--- src/sv/kf2_pkg.sv ---
// kf2_pkg: shared types, operand map, microprogram and saturation helper
// for the two-state Kalman filter core. No dependencies.
package kf2_pkg;

  // divider geometry: numerator 2|adj|*2^24 + |det|, denominator 2|det|
  localparam int DIV_NW = 58;
  localparam int DIV_DW = 43;
  localparam int DIV_CW = $clog2(DIV_NW);

  typedef struct packed {
    logic signed [31:0] meas_angle;
    logic signed [31:0] meas_rate;
  } in_t;

  typedef struct packed {
    logic signed [31:0] est_angle;
    logic signed [31:0] est_rate;
    logic               singular;
    logic               saturated;
  } out_t;

  typedef enum logic [1:0] {ST_INIT, ST_IDLE, ST_RUN, ST_OUT} state_t;

  typedef enum logic [2:0] {OP_ADD, OP_SUB, OP_DOT, OP_DET, OP_DIV, OP_END} op_t;

  // operand index: bit 5 set selects scratch memory, else flop sources
  typedef logic [5:0] ix_t;
  typedef logic [5:0] pc_t;

  localparam ix_t IX_F00  = 6'd0;
  localparam ix_t IX_F01  = 6'd1;
  localparam ix_t IX_F10  = 6'd2;
  localparam ix_t IX_F11  = 6'd3;
  localparam ix_t IX_QA   = 6'd4;
  localparam ix_t IX_QR   = 6'd5;
  localparam ix_t IX_RA   = 6'd6;
  localparam ix_t IX_RR   = 6'd7;
  localparam ix_t IX_Y0   = 6'd8;
  localparam ix_t IX_Y1   = 6'd9;
  localparam ix_t IX_ZERO = 6'd10;
  localparam ix_t IX_ONE  = 6'd11;
  localparam ix_t IX_X0   = 6'd12;
  localparam ix_t IX_X1   = 6'd13;
  localparam ix_t IX_P0   = 6'd32;
  localparam ix_t IX_P1   = 6'd33;
  localparam ix_t IX_P2   = 6'd34;
  localparam ix_t IX_P3   = 6'd35;
  localparam ix_t IX_S0   = 6'd36;
  localparam ix_t IX_S3   = 6'd37;
  localparam ix_t IX_INV0 = 6'd38;  // reused for I - K
  localparam ix_t IX_INV1 = 6'd39;
  localparam ix_t IX_INV2 = 6'd40;
  localparam ix_t IX_INV3 = 6'd41;
  localparam ix_t IX_K0   = 6'd42;
  localparam ix_t IX_K1   = 6'd43;
  localparam ix_t IX_K2   = 6'd44;
  localparam ix_t IX_K3   = 6'd45;
  localparam ix_t IX_T0   = 6'd46;
  localparam ix_t IX_T1   = 6'd47;
  localparam ix_t IX_T2   = 6'd48;
  localparam ix_t IX_T3   = 6'd49;
  localparam ix_t IX_U0   = 6'd50;
  localparam ix_t IX_U1   = 6'd51;
  localparam ix_t IX_U2   = 6'd52;
  localparam ix_t IX_U3   = 6'd53;
  localparam ix_t IX_E0   = 6'd54;
  localparam ix_t IX_E1   = 6'd55;
  localparam ix_t IX_XU0  = 6'd56;
  localparam ix_t IX_XU1  = 6'd57;
  localparam ix_t IX_TMP  = 6'd58;

  localparam logic [3:0] CFG_F00 = 4'd0;
  localparam logic [3:0] CFG_F01 = 4'd1;
  localparam logic [3:0] CFG_F10 = 4'd2;
  localparam logic [3:0] CFG_F11 = 4'd3;
  localparam logic [3:0] CFG_QA  = 4'd4;
  localparam logic [3:0] CFG_QR  = 4'd5;
  localparam logic [3:0] CFG_RA  = 4'd6;
  localparam logic [3:0] CFG_RR  = 4'd7;

  typedef struct packed {
    op_t  op;
    logic neg;   // divide: negate the adjugate entry
    ix_t  dst;
    ix_t  a;
    ix_t  b;
    ix_t  c;
    ix_t  d;
  } instr_t;

  typedef struct packed {
    logic               clip;
    logic signed [31:0] val;
  } sat_t;

  function automatic sat_t sat32(input logic signed [65:0] v);
    sat_t r;
    if (v > 66'sd2147483647) begin
      r.clip = 1'b1;
      r.val  = 32'sh7fffffff;
    end else if (v < -66'sd2147483648) begin
      r.clip = 1'b1;
      r.val  = 32'sh80000000;
    end else begin
      r.clip = 1'b0;
      r.val  = v[31:0];
    end
    return r;
  endfunction

  function automatic instr_t mk(input op_t op, input logic neg, input ix_t dst,
                                input ix_t a, input ix_t b, input ix_t c, input ix_t d);
    instr_t r;
    r.op  = op;
    r.neg = neg;
    r.dst = dst;
    r.a   = a;
    r.b   = b;
    r.c   = c;
    r.d   = d;
    return r;
  endfunction

  // one filter step; add/sub use a and b, dot is sat(rnd(a*b) + rnd(c*d))
  function automatic instr_t prog_rom(input pc_t pc);
    instr_t r;
    unique case (pc)
      6'd0:  r = mk(OP_ADD, 1'b0, IX_S0,   IX_P0,   IX_RA,   IX_ZERO, IX_ZERO);
      6'd1:  r = mk(OP_ADD, 1'b0, IX_S3,   IX_P3,   IX_RR,   IX_ZERO, IX_ZERO);
      6'd2:  r = mk(OP_DET, 1'b0, IX_TMP,  IX_S0,   IX_S3,   IX_P1,   IX_P2);
      6'd3:  r = mk(OP_DIV, 1'b0, IX_INV0, IX_S3,   IX_ZERO, IX_ZERO, IX_ZERO);
      6'd4:  r = mk(OP_DIV, 1'b1, IX_INV1, IX_P1,   IX_ZERO, IX_ZERO, IX_ZERO);
      6'd5:  r = mk(OP_DIV, 1'b1, IX_INV2, IX_P2,   IX_ZERO, IX_ZERO, IX_ZERO);
      6'd6:  r = mk(OP_DIV, 1'b0, IX_INV3, IX_S0,   IX_ZERO, IX_ZERO, IX_ZERO);
      6'd7:  r = mk(OP_DOT, 1'b0, IX_K0,   IX_P0,   IX_INV0, IX_P1,   IX_INV2);
      6'd8:  r = mk(OP_DOT, 1'b0, IX_K1,   IX_P0,   IX_INV1, IX_P1,   IX_INV3);
      6'd9:  r = mk(OP_DOT, 1'b0, IX_K2,   IX_P2,   IX_INV0, IX_P3,   IX_INV2);
      6'd10: r = mk(OP_DOT, 1'b0, IX_K3,   IX_P2,   IX_INV1, IX_P3,   IX_INV3);
      6'd11: r = mk(OP_SUB, 1'b0, IX_INV0, IX_ONE,  IX_K0,   IX_ZERO, IX_ZERO);
      6'd12: r = mk(OP_SUB, 1'b0, IX_INV1, IX_ZERO, IX_K1,   IX_ZERO, IX_ZERO);
      6'd13: r = mk(OP_SUB, 1'b0, IX_INV2, IX_ZERO, IX_K2,   IX_ZERO, IX_ZERO);
      6'd14: r = mk(OP_SUB, 1'b0, IX_INV3, IX_ONE,  IX_K3,   IX_ZERO, IX_ZERO);
      6'd15: r = mk(OP_DOT, 1'b0, IX_T0,   IX_P0,   IX_INV0, IX_P1,   IX_INV2);
      6'd16: r = mk(OP_DOT, 1'b0, IX_T1,   IX_P0,   IX_INV1, IX_P1,   IX_INV3);
      6'd17: r = mk(OP_DOT, 1'b0, IX_T2,   IX_P2,   IX_INV0, IX_P3,   IX_INV2);
      6'd18: r = mk(OP_DOT, 1'b0, IX_T3,   IX_P2,   IX_INV1, IX_P3,   IX_INV3);
      6'd19: r = mk(OP_DOT, 1'b0, IX_U0,   IX_F00,  IX_T0,   IX_F01,  IX_T2);
      6'd20: r = mk(OP_DOT, 1'b0, IX_U1,   IX_F00,  IX_T1,   IX_F01,  IX_T3);
      6'd21: r = mk(OP_DOT, 1'b0, IX_U2,   IX_F10,  IX_T0,   IX_F11,  IX_T2);
      6'd22: r = mk(OP_DOT, 1'b0, IX_U3,   IX_F10,  IX_T1,   IX_F11,  IX_T3);
      6'd23: r = mk(OP_DOT, 1'b0, IX_TMP,  IX_U0,   IX_F00,  IX_U1,   IX_F01);
      6'd24: r = mk(OP_ADD, 1'b0, IX_P0,   IX_TMP,  IX_QA,   IX_ZERO, IX_ZERO);
      6'd25: r = mk(OP_DOT, 1'b0, IX_P1,   IX_U0,   IX_F10,  IX_U1,   IX_F11);
      6'd26: r = mk(OP_DOT, 1'b0, IX_P2,   IX_U2,   IX_F00,  IX_U3,   IX_F01);
      6'd27: r = mk(OP_DOT, 1'b0, IX_TMP,  IX_U2,   IX_F10,  IX_U3,   IX_F11);
      6'd28: r = mk(OP_ADD, 1'b0, IX_P3,   IX_TMP,  IX_QR,   IX_ZERO, IX_ZERO);
      6'd29: r = mk(OP_SUB, 1'b0, IX_E0,   IX_Y0,   IX_X0,   IX_ZERO, IX_ZERO);
      6'd30: r = mk(OP_SUB, 1'b0, IX_E1,   IX_Y1,   IX_X1,   IX_ZERO, IX_ZERO);
      6'd31: r = mk(OP_DOT, 1'b0, IX_TMP,  IX_K0,   IX_E0,   IX_K1,   IX_E1);
      6'd32: r = mk(OP_ADD, 1'b0, IX_XU0,  IX_X0,   IX_TMP,  IX_ZERO, IX_ZERO);
      6'd33: r = mk(OP_DOT, 1'b0, IX_TMP,  IX_K2,   IX_E0,   IX_K3,   IX_E1);
      6'd34: r = mk(OP_ADD, 1'b0, IX_XU1,  IX_X1,   IX_TMP,  IX_ZERO, IX_ZERO);
      6'd35: r = mk(OP_DOT, 1'b0, IX_X0,   IX_F00,  IX_XU0,  IX_F01,  IX_XU1);
      6'd36: r = mk(OP_DOT, 1'b0, IX_X1,   IX_F10,  IX_XU0,  IX_F11,  IX_XU1);
      default: r = mk(OP_END, 1'b0, IX_TMP, IX_ZERO, IX_ZERO, IX_ZERO, IX_ZERO);
    endcase
    return r;
  endfunction

endpackage

--- src/sv/kf2_div.sv ---
// kf2_div: unsigned restoring divider, one quotient bit per cycle.
// Depends on kf2_pkg for its widths.
module kf2_div (
  input  logic                          clk,
  input  logic                          rst_n,
  input  logic                          start,
  input  logic [kf2_pkg::DIV_NW-1:0]    num,
  input  logic [kf2_pkg::DIV_DW-1:0]    den,
  output logic                          done,
  output logic [kf2_pkg::DIV_NW-1:0]    quo
);

  logic                          busy_r;
  logic                          done_r;
  logic [kf2_pkg::DIV_CW-1:0]    cnt_r;
  logic [kf2_pkg::DIV_DW-1:0]    rem_r;
  logic [kf2_pkg::DIV_NW-1:0]    quo_r;
  logic [kf2_pkg::DIV_DW-1:0]    den_r;
  logic [kf2_pkg::DIV_DW:0]      shifted;
  logic [kf2_pkg::DIV_DW:0]      diff;
  logic                          fits;

  assign shifted = {rem_r, quo_r[kf2_pkg::DIV_NW-1]};
  assign diff    = shifted - {1'b0, den_r};
  assign fits    = shifted >= {1'b0, den_r};

  always_ff @(posedge clk) begin
    if (!rst_n) begin
      busy_r <= 1'b0;
      done_r <= 1'b0;
      cnt_r  <= '0;
    end else begin
      done_r <= busy_r && (cnt_r == '0);
      if (start) begin
        busy_r <= 1'b1;
        cnt_r  <= kf2_pkg::DIV_CW'(kf2_pkg::DIV_NW - 1);
      end else if (busy_r) begin
        if (cnt_r == '0) begin
          busy_r <= 1'b0;
        end else begin
          cnt_r <= cnt_r - 1'b1;
        end
      end
    end
  end

  always_ff @(posedge clk) begin
    if (start) begin
      rem_r <= '0;
      quo_r <= num;
      den_r <= den;
    end else if (busy_r) begin
      rem_r <= fits ? diff[kf2_pkg::DIV_DW-1:0] : shifted[kf2_pkg::DIV_DW-1:0];
      quo_r <= {quo_r[kf2_pkg::DIV_NW-2:0], fits};
    end
  end

  assign done = done_r;
  assign quo  = quo_r;

  a_start_idle: assert property (@(posedge clk) disable iff (!rst_n)
    start |-> !busy_r) else $error("divider started while busy");
  a_done_end: assert property (@(posedge clk) disable iff (!rst_n)
    done_r |-> !busy_r && $past(busy_r)) else $error("done without a finished run");
  a_busy_src: assert property (@(posedge clk) disable iff (!rst_n)
    $rose(busy_r) |-> $past(start)) else $error("divider busy without start");

endmodule

--- config.mk ---
export PLATFORM = sky130hd
export DESIGN_NAME = kf2_div
export DESIGN_NICKNAME = d
export VERILOG_FILES = /design/src/sv/kf2_pkg.sv /design/src/sv/kf2_div.sv
export SDC_FILE = /design/constraint.sdc
export NUM_CORES = 1
export LEC_CHECK = 0
export ABC_AREA = 1
export BUFFER_PORTS_ARGS = -buffer_cell sky130_fd_sc_hd__buf_2
export CORE_MARGIN = 1
export CORE_UTILIZATION = 57
export CTS_CLUSTER_DIAMETER = 200
export CTS_CLUSTER_SIZE = 30
export DETAILED_ROUTE_END_ITERATION = 8
export PLACE_DENSITY_LB_ADDON = 0.1
export SYNTH_ARGS = -nofsm -noshare
export SYNTH_HDL_FRONTEND = slang
export SYNTH_SLANG_ARGS = --single-unit
--- constraint.sdc ---
create_clock -name clk -period 8.3 [get_ports clk]
set_input_delay 1.245 -clock clk [delete_from_list [all_inputs] [get_ports clk]]
set_output_delay 1.245 -clock clk [all_outputs]
set_load 0.01 [all_outputs]
==> results of run 1 <==
final cells by class:
cell class                 count  area [sq um]
clock buffer                  19         432.9
timing repair buffer         167         850.8
clock inverter                13         100.1
multi-input combinational    969          4591
tap                          220         275.3
sequential                   152          4054
inverter                     249         934.6
fill                        1476          5404
cell usage after synthesis, types with 12 or more instances:
library cell               count  area share [%]
sky130_fd_sc_hd__ha_1         44             5.6
sky130_fd_sc_hd__inv_1       237             9.1
sky130_fd_sc_hd__o21ai_1      22             1.1
sky130_fd_sc_hd__dfxtp_1      51              10
sky130_fd_sc_hd__nand3b_1     12            0.92
sky130_fd_sc_hd__clkbuf_1     18            0.69
sky130_fd_sc_hd__nand3_1     127             6.5
sky130_fd_sc_hd__nand2_1     571              22
sky130_fd_sc_hd__nor2_1       87             3.3
sky130_fd_sc_hd__a21oi_1      39             2.0
sky130_fd_sc_hd__xnor2_1      21             1.9
sky130_fd_sc_hd__edfxtp_1    101              31
flip-flops by register name (all words and copies together) (netlist names):
signal	count
cnt_r	6
den_r	43
quo	58
rem_r	43
busy_r	1
done	1
metal layers:
layer	part of all wire [%]	wire [microns]	GRT usage, %	vias up
met1	46	11380	38.26	3994
met4	1.5	376	7.471	0
li1	-	-	-	4664
met5	0	0	0	-
met2	46	11240	46.89	269
met3	6.3	1536	6.322	27
critical path, stage by stage:
cell and delay [ns]:
sky130_fd_sc_hd__buf_4 0.28, sky130_fd_sc_hd__buf_4 0.73, sky130_fd_sc_hd__nor2_1 0.08, sky130_fd_sc_hd__buf_4 0.26, sky130_fd_sc_hd__inv_2 0.07, sky130_fd_sc_hd__buf_4 0.72
how the worst min path moves through the flow:
stage | startpoint | endpoint | slack [ns]
finish | rem_r[42] | rem_r[42] | 0.45
global route | rem_r[42] | rem_r[42] | 0.47
CTS | rem_r[42] | rem_r[42] | 0.46
detailed placement | rem_r[42] | rem_r[42] | 0.45
global placement | rem_r[42] | rem_r[42] | 0.44
floorplan | rem_r[42] | rem_r[42] | 0.43
per-stage QoR:
stage | worst slack, ns | utilization, % | cell area (sq um)
5_1_grt | 4.574 | 67.53 | 11240
3_3_place_gp | 4.365 | 64.33 | 10710
6_report | 4.802 | 67.53 | 11240
3_5_place_dp | 4.343 | 64.33 | 10710
4_1_cts | 4.807 | 67.53 | 11240
2_1_floorplan | 4.359 | - | 9752
logic make-up (layout without fill, tap and decap cells):
kind of cell | Yosys count | in the layout | synth area share, %
and+or+nand+nor | 815 | 815 | 34.23
buffers and inverters | 282 | 448 | 11.38
DFF | 152 | 152 | 41.57
AOI/OAI and AO/OA | 84 | 84 | 4.722
adders and majority gates | 45 | 45 | 5.851
xor gates and xnor gates | 25 | 25 | 2.245
where the power goes:
group	internal, mW	switching [mW]	total (mW)
Clock	0.385	0.331	0.717
Sequential	0.869	0.0242	0.893
Combinational	0.0875	0.149	0.237
Total	1.34	0.505	1.85
==> results by group, run 1 <==
Floorplanning
  – Placement Rows: between 40 and 50
  – Floorplan die area: ~0.018 sq mm
  – Die H: 132.8 microns
  – Chip width: ~130 microns
  – Core Area: between 0.015 and 0.02 sq mm
  – Total I/O pin count: 163
  – Initial Utilization: about three fifths

Cells and area
  – Layout cell share with drive strength beyond 1: around 14%
  – Number of antenna diodes: 0
  – Final Instance Count excl. Fillers: 1,789
  – Leading cell types in the layout, fill and taps excluded: sky130_fd_sc_hd__nand2_1 (571), sky130_fd_sc_hd__inv_1 (236), sky130_fd_sc_hd__buf_2 (161), sky130_fd_sc_hd__nand3_1 (127), sky130_fd_sc_hd__edfxtp_1 (101)
  – Syn-to-layout area delta: 15.24%
  – Nets: 1,705
  – Commonest non-fill, non-tap cell in the layout: sky130_fd_sc_hd__nand2_1

Global route
  – Number of antenna violations at the first check in global routing: 0
  – Via count of the first global-routing pass: 8,271
  – Wire length of the first global-routing pass: 40,030 microns
  – Total global-route track usage: about 29%
  – Overall overflow remaining after global route: 0
  – Largest net degree at the start of global routing: 85

Logic synthesis
  – Sequential-to-total area share from yosys stat: around two fifths
  – Post-Synthesis Net Count: 1,552
  – Number of synthesized register bits: 152
  – Cell Area, Synth: approximately 0.0098 sq mm
  – Number of enable-type register cells in the synthesized netlist: about 100
  – Proportion of synthesized flip-flops having asynchronous set or reset: 0%
  – Number of different library cells in the post-synthesis netlist: 35
  – Number of cells produced by synthesis: roughly 1,400
  – Synth warnings: 0
  – Average size of a mapped cell: slightly below 7 sq um
  – Ys flop type: sky130_fd_sc_hd__edfxtp_1

Placement
  – Port bufs: roughly 160
  – Cell total after placement: 1,757
  – Placer Congestion: approximately 0.98
  – Post-detailed-placement half-perimeter wirelength: approximately 18,000 microns

Setup path
  – Arrival time of the worst setup path: between 3 and 4 ns
  – R2R Path End: rem_r[25]
  – CP endpoint: quo[7]
  – Required time worst endpoint: 8.35 ns
  – Crit Path Max Fanout: between 80 and 90
  – Type of the worst setup path: input pin to register
  – Path depth of the worst reg2reg path: 15
  – Reg-to-reg startpoint: quo[57]
  – Critical path startpoint category: input pin
  – Reg2Reg Setup Slack: 5.13 ns
  – Startpoint of the worst setup timing path: start
  – Category of the worst setup path capture point: register

Clock tree
  – Cts-stage hold buffer count: 0
  – CTS clk-pin slew, worst paths: roughly 0.06 ns
  – CTS root buf: sky130_fd_sc_hd__clkbuf_16
  – Clock tree from TritonCTS: built
  – Gates resized, CTS repair: 0
  – Number of buffers inserted to repair setup after CTS: 0
  – Latest clock arrival within the worst-skew pair: ~0.44 ns
  – Number of H-tree levels: 4
  – Maximum clock insertion buffer count: 2
  – Number of buffers created by CTS: 17
  – Sink Count: 152

Run
  – Max Cap Violations: 0

Detailed routing
  – Per-cell via count in the routed design: around 5
  – First-pass detailed-route iteration total: 5
  – Remaining design rule violation count: 0
  – WL per Instance: roughly 14 microns
  – Count of nets left with antenna violations after detail routing: 0
  – Starting DRC count in detailed routing: 549
  – Final routed wirelength across all metal layers: 24,530 microns
  – Total via count in the routed design: a little under 9,000

Run status
  – Status: finished, final reports clean

Timing
  – Tightest hold margin: 0.4534 ns
  – Number of failing hold endpoints at the final stage: 0
  – Final worst clock skew: between 0.01 and 0.015 ns
  – Slew Limit Fails: 0
  – Final count of negative-setup-slack endpoints: 0
  – Time the final worst path needs with I/O delays and setup: 3.498 ns
  – Slew of the pin with the lowest slew margin: slightly above 1 ns
  – Setup repair after global routing missed its margin: no
  – Crit share post-route: between 40% and 50%
  – Max frequency: ~0.29 GHz
  – Max-slew headroom: about a third
  – Setup TNS after final layout: 0 ns

Hold path
  – Hold path cells: 2
  – Classification of the worst-slack hold path: register to register

Power
  – Pwr dens: roughly 160 mW/mm^2
  – VDD IR-drop max: approximately 150 uV
  – Power, Total: approximately 1.8 mW
  – Leakage power figure: ~6.1 nW
No activity file was read; power rests on OpenSTA's default activity.
==> run 2, diff against run 1 <==
--- a/config.mk
+++ b/config.mk
@@ -8,7 +8,7 @@
 export ABC_AREA = 1
 export BUFFER_PORTS_ARGS = -buffer_cell sky130_fd_sc_hd__buf_2
 export CORE_MARGIN = 1
-export CORE_UTILIZATION = 57
+export CORE_UTILIZATION = 52
 export CTS_CLUSTER_DIAMETER = 200
 export CTS_CLUSTER_SIZE = 30
 export DETAILED_ROUTE_END_ITERATION = 8
==> constraint.sdc (replaced) <==
create_clock -name clk -period 3 [get_ports clk]
set_input_delay 0.45 -clock clk [delete_from_list [all_inputs] [get_ports clk]]
set_output_delay 0.45 -clock clk [all_outputs]
set_load 0.01 [all_outputs]
==> run 2 against run 1 <==
Sequential power rose to 2.8 times the previous value. Clock power rose to 3.0 times the previous value. Sequential share of layout area down 0.42 points. Non-clock buffer count up 7. Flip-flop and latch count unchanged. Largest power group unchanged. Clock skew down 0.0020 ns. First-iteration DRC count down 2.2%. Power rose to 2.9 times the previous value.
==> results by group, run 2 (synthesized netlist as in run 1, its figures left out) <==
Run status
  – Status: finished, final reports clean

Cells and area
  – Multi-input logic area: between 0.004 and 0.005 sq mm
  – Utilization after layout: between 60% and 70%
  – Leading cell types in the layout, fill and taps excluded: sky130_fd_sc_hd__nand2_1 (571), sky130_fd_sc_hd__inv_1 (236), sky130_fd_sc_hd__buf_2 (161), sky130_fd_sc_hd__nand3_1 (127), sky130_fd_sc_hd__edfxtp_1 (101)
  – Number of flip-flops under the largest register name: a little under 60
  – Layout cell share with drive strength beyond 1: 14.28%
  – Area taken by flip-flops and latches: between 0.004 and 0.005 sq mm
  – Syn-to-layout area delta: 16.60%
  – Number of fill cells in the layout: 1,709
  – Commonest non-fill, non-tap cell in the layout: sky130_fd_sc_hd__nand2_1
  – Number of antenna diodes: 0
  – Nets: 1,712

Detailed routing
  – Count of nets left with antenna violations after detail routing: 0
  – Starting DRC count in detailed routing: about 540
  – Total via count in the routed design: ~8,900
  – Remaining design rule violation count: 0
  – Final routed wirelength across all metal layers: ~25,000 microns
  – Routed length on met2: approximately 12,000 microns
  – Met1 wire length: about 12,000 microns
  – WL per Instance: around 14 microns
  – Routed length on met3: 1750 microns
  – Highest metal layer with signal wires: met4
  – First-pass detailed-route iteration total: 8
  – Per-cell via count in the routed design: between 4 and 5

Setup path
  – Crit Path Max Fanout: 43
  – CP peak stage delay: 0.41 ns
  – Type of the worst setup path: register to register
  – Arrival time of the worst setup path: around 3.0 ns
  – Category of the worst setup path capture point: register
  – Buf/Inv on CP: 2
  – Cells along the critical path: inv_1, ha_1, fa_1, inv_1, nand3_1, nand3_1, nand3_1, nand3_2, nand2_1, nand2_2, nand2_4, nand2_8, nand3_1, nand2_1, nand2_1
  – Family with the most delay on the worst path: simple AND/OR/NAND/NOR gates
  – Crit path max-delay cell type: sky130_fd_sc_hd__fa_1
  – Required time worst endpoint: approximately 3.3 ns
  – Cell repeated most along the worst path: sky130_fd_sc_hd__nand3_1
  – Critical path startpoint category: register

Clock tree
  – CTS root buf: sky130_fd_sc_hd__clkbuf_16
  – Clock tree from TritonCTS: built
  – Number of buffers created by CTS: 17
  – Sink Count: between 150 and 200
  – Number of H-tree levels: 4
  – Gates resized, CTS repair: 0
  – Latest clock arrival within the worst-skew pair: 0.44 ns
  – Number of buffers inserted to repair setup after CTS: 0
  – CTS clk-pin slew, worst paths: 0.07 ns
  – Maximum clock insertion buffer count: 2
  – Cts-stage hold buffer count: 0

Floorplanning
  – Floorplan die area: ~0.019 sq mm
  – Placement Rows: 49
  – Core Area: between 0.015 and 0.02 sq mm
  – Chip width: 138.9 microns
  – Initial Utilization: 53.74%
  – Total I/O pin count: about 160
  – Die H: roughly 140 microns

Placement
  – Post-detailed-placement half-perimeter wirelength: around 19,000 microns
  – Port bufs: between 150 and 200
  – Placer Congestion: between 0.9 and 1

Power
  – VDD IR-drop max: 374.8 uV
  – Pwr dens: ~460 mW/mm^2
  – Leakage power figure: 6.173 nW

Global route
  – Total global-route track usage: 27.43%
  – Via count of the first global-routing pass: about 8,500
  – Number of antenna violations at the first check in global routing: 1
  – Overall overflow remaining after global route: 0
  – Wire length of the first global-routing pass: approximately 42,000 microns
  – Largest net degree at the start of global routing: 75

Timing
  – Final worst clock skew: about 0.012 ns
  – Max frequency: ~0.38 GHz
  – Crit share post-route: 87.70%
  – Final count of negative-setup-slack endpoints: 0
  – Slew Limit Fails: 0
  – Time the final worst path needs with I/O delays and setup: around 2.6 ns
  – Slew of the pin with the lowest slew margin: just under 0.6 ns
  – Setup repair after global routing missed its margin: no
  – Setup TNS after final layout: 0 ns
  – Max-slew headroom: 61.02%
  – Number of failing hold endpoints at the final stage: 0

Run
  – Max Cap Violations: 0

Hold path
  – Classification of the worst-slack hold path: input pin to register
==> run 2: cell count changes in the layout (fill, tap and decap cells not counted), sizes merged <==
| cell | before | now |
|---|---|---|
| inv | 246 | 249 |
| clkinvlp | 4 | 2 |
| clkbuf | 19 | 18 |
| buf | 167 | 174 |
==> run 2: stage by stage <==
stage          std cells  hold slack [ns]  setup WS, ns  cell area (sq um)  power (mW)
4_1_cts             1805           0.1668        0.3760              11370       5.312
3_3_place_gp        1773           0.4424        0.5137              10780       3.169
6_report            1805           0.1820        0.3690              11370       5.270
3_5_place_dp        1773           0.4463        0.4049              10780       3.173
2_1_floorplan       1403           0.4258        0.7112               9753       2.901
5_1_grt             1805           0.1609        0.1410              11370       5.489
==> run 2: layout make-up <==
| class | instances | area share (%) |
|---|---|---|
| clock buffers | 18 | 3.774 |
| clock inverters | 14 | 1.408 |
| inverters | 249 | 8.220 |
| multi-input cells | 969 | 40.37 |
| flip-flops and latches | 152 | 35.65 |
| well taps | 229 | 2.520 |
| repair buffers | 174 | 8.055 |
==> run 2: final timing paths <==
kind | from | cells after the start | slack (ns) | to
worst max-delay path | quo[57] | 15 | 0.37 | rem_r[39]
worst min-delay path | den[25] | 1 | 0.18 | den_r[25]
worst max register to register | quo[57] | 15 | 0.37 | rem_r[39]
worst min register to register | rem_r[42] | 2 | 0.46 | rem_r[42]
==> run 2: layer usage <==
metal  vias to the layer above  GRT usage [%]
met1                      3952          35.58
met3                        26          6.975
li1                       4671              -
met4                         0          7.836
met2                       253          45.30
met5                         -              0
==> run 2: power by group <==
part	switching [mW]	internal (mW)
sequential	0.0637	2.40
clock	1.03	1.12
combinational	0.417	0.246
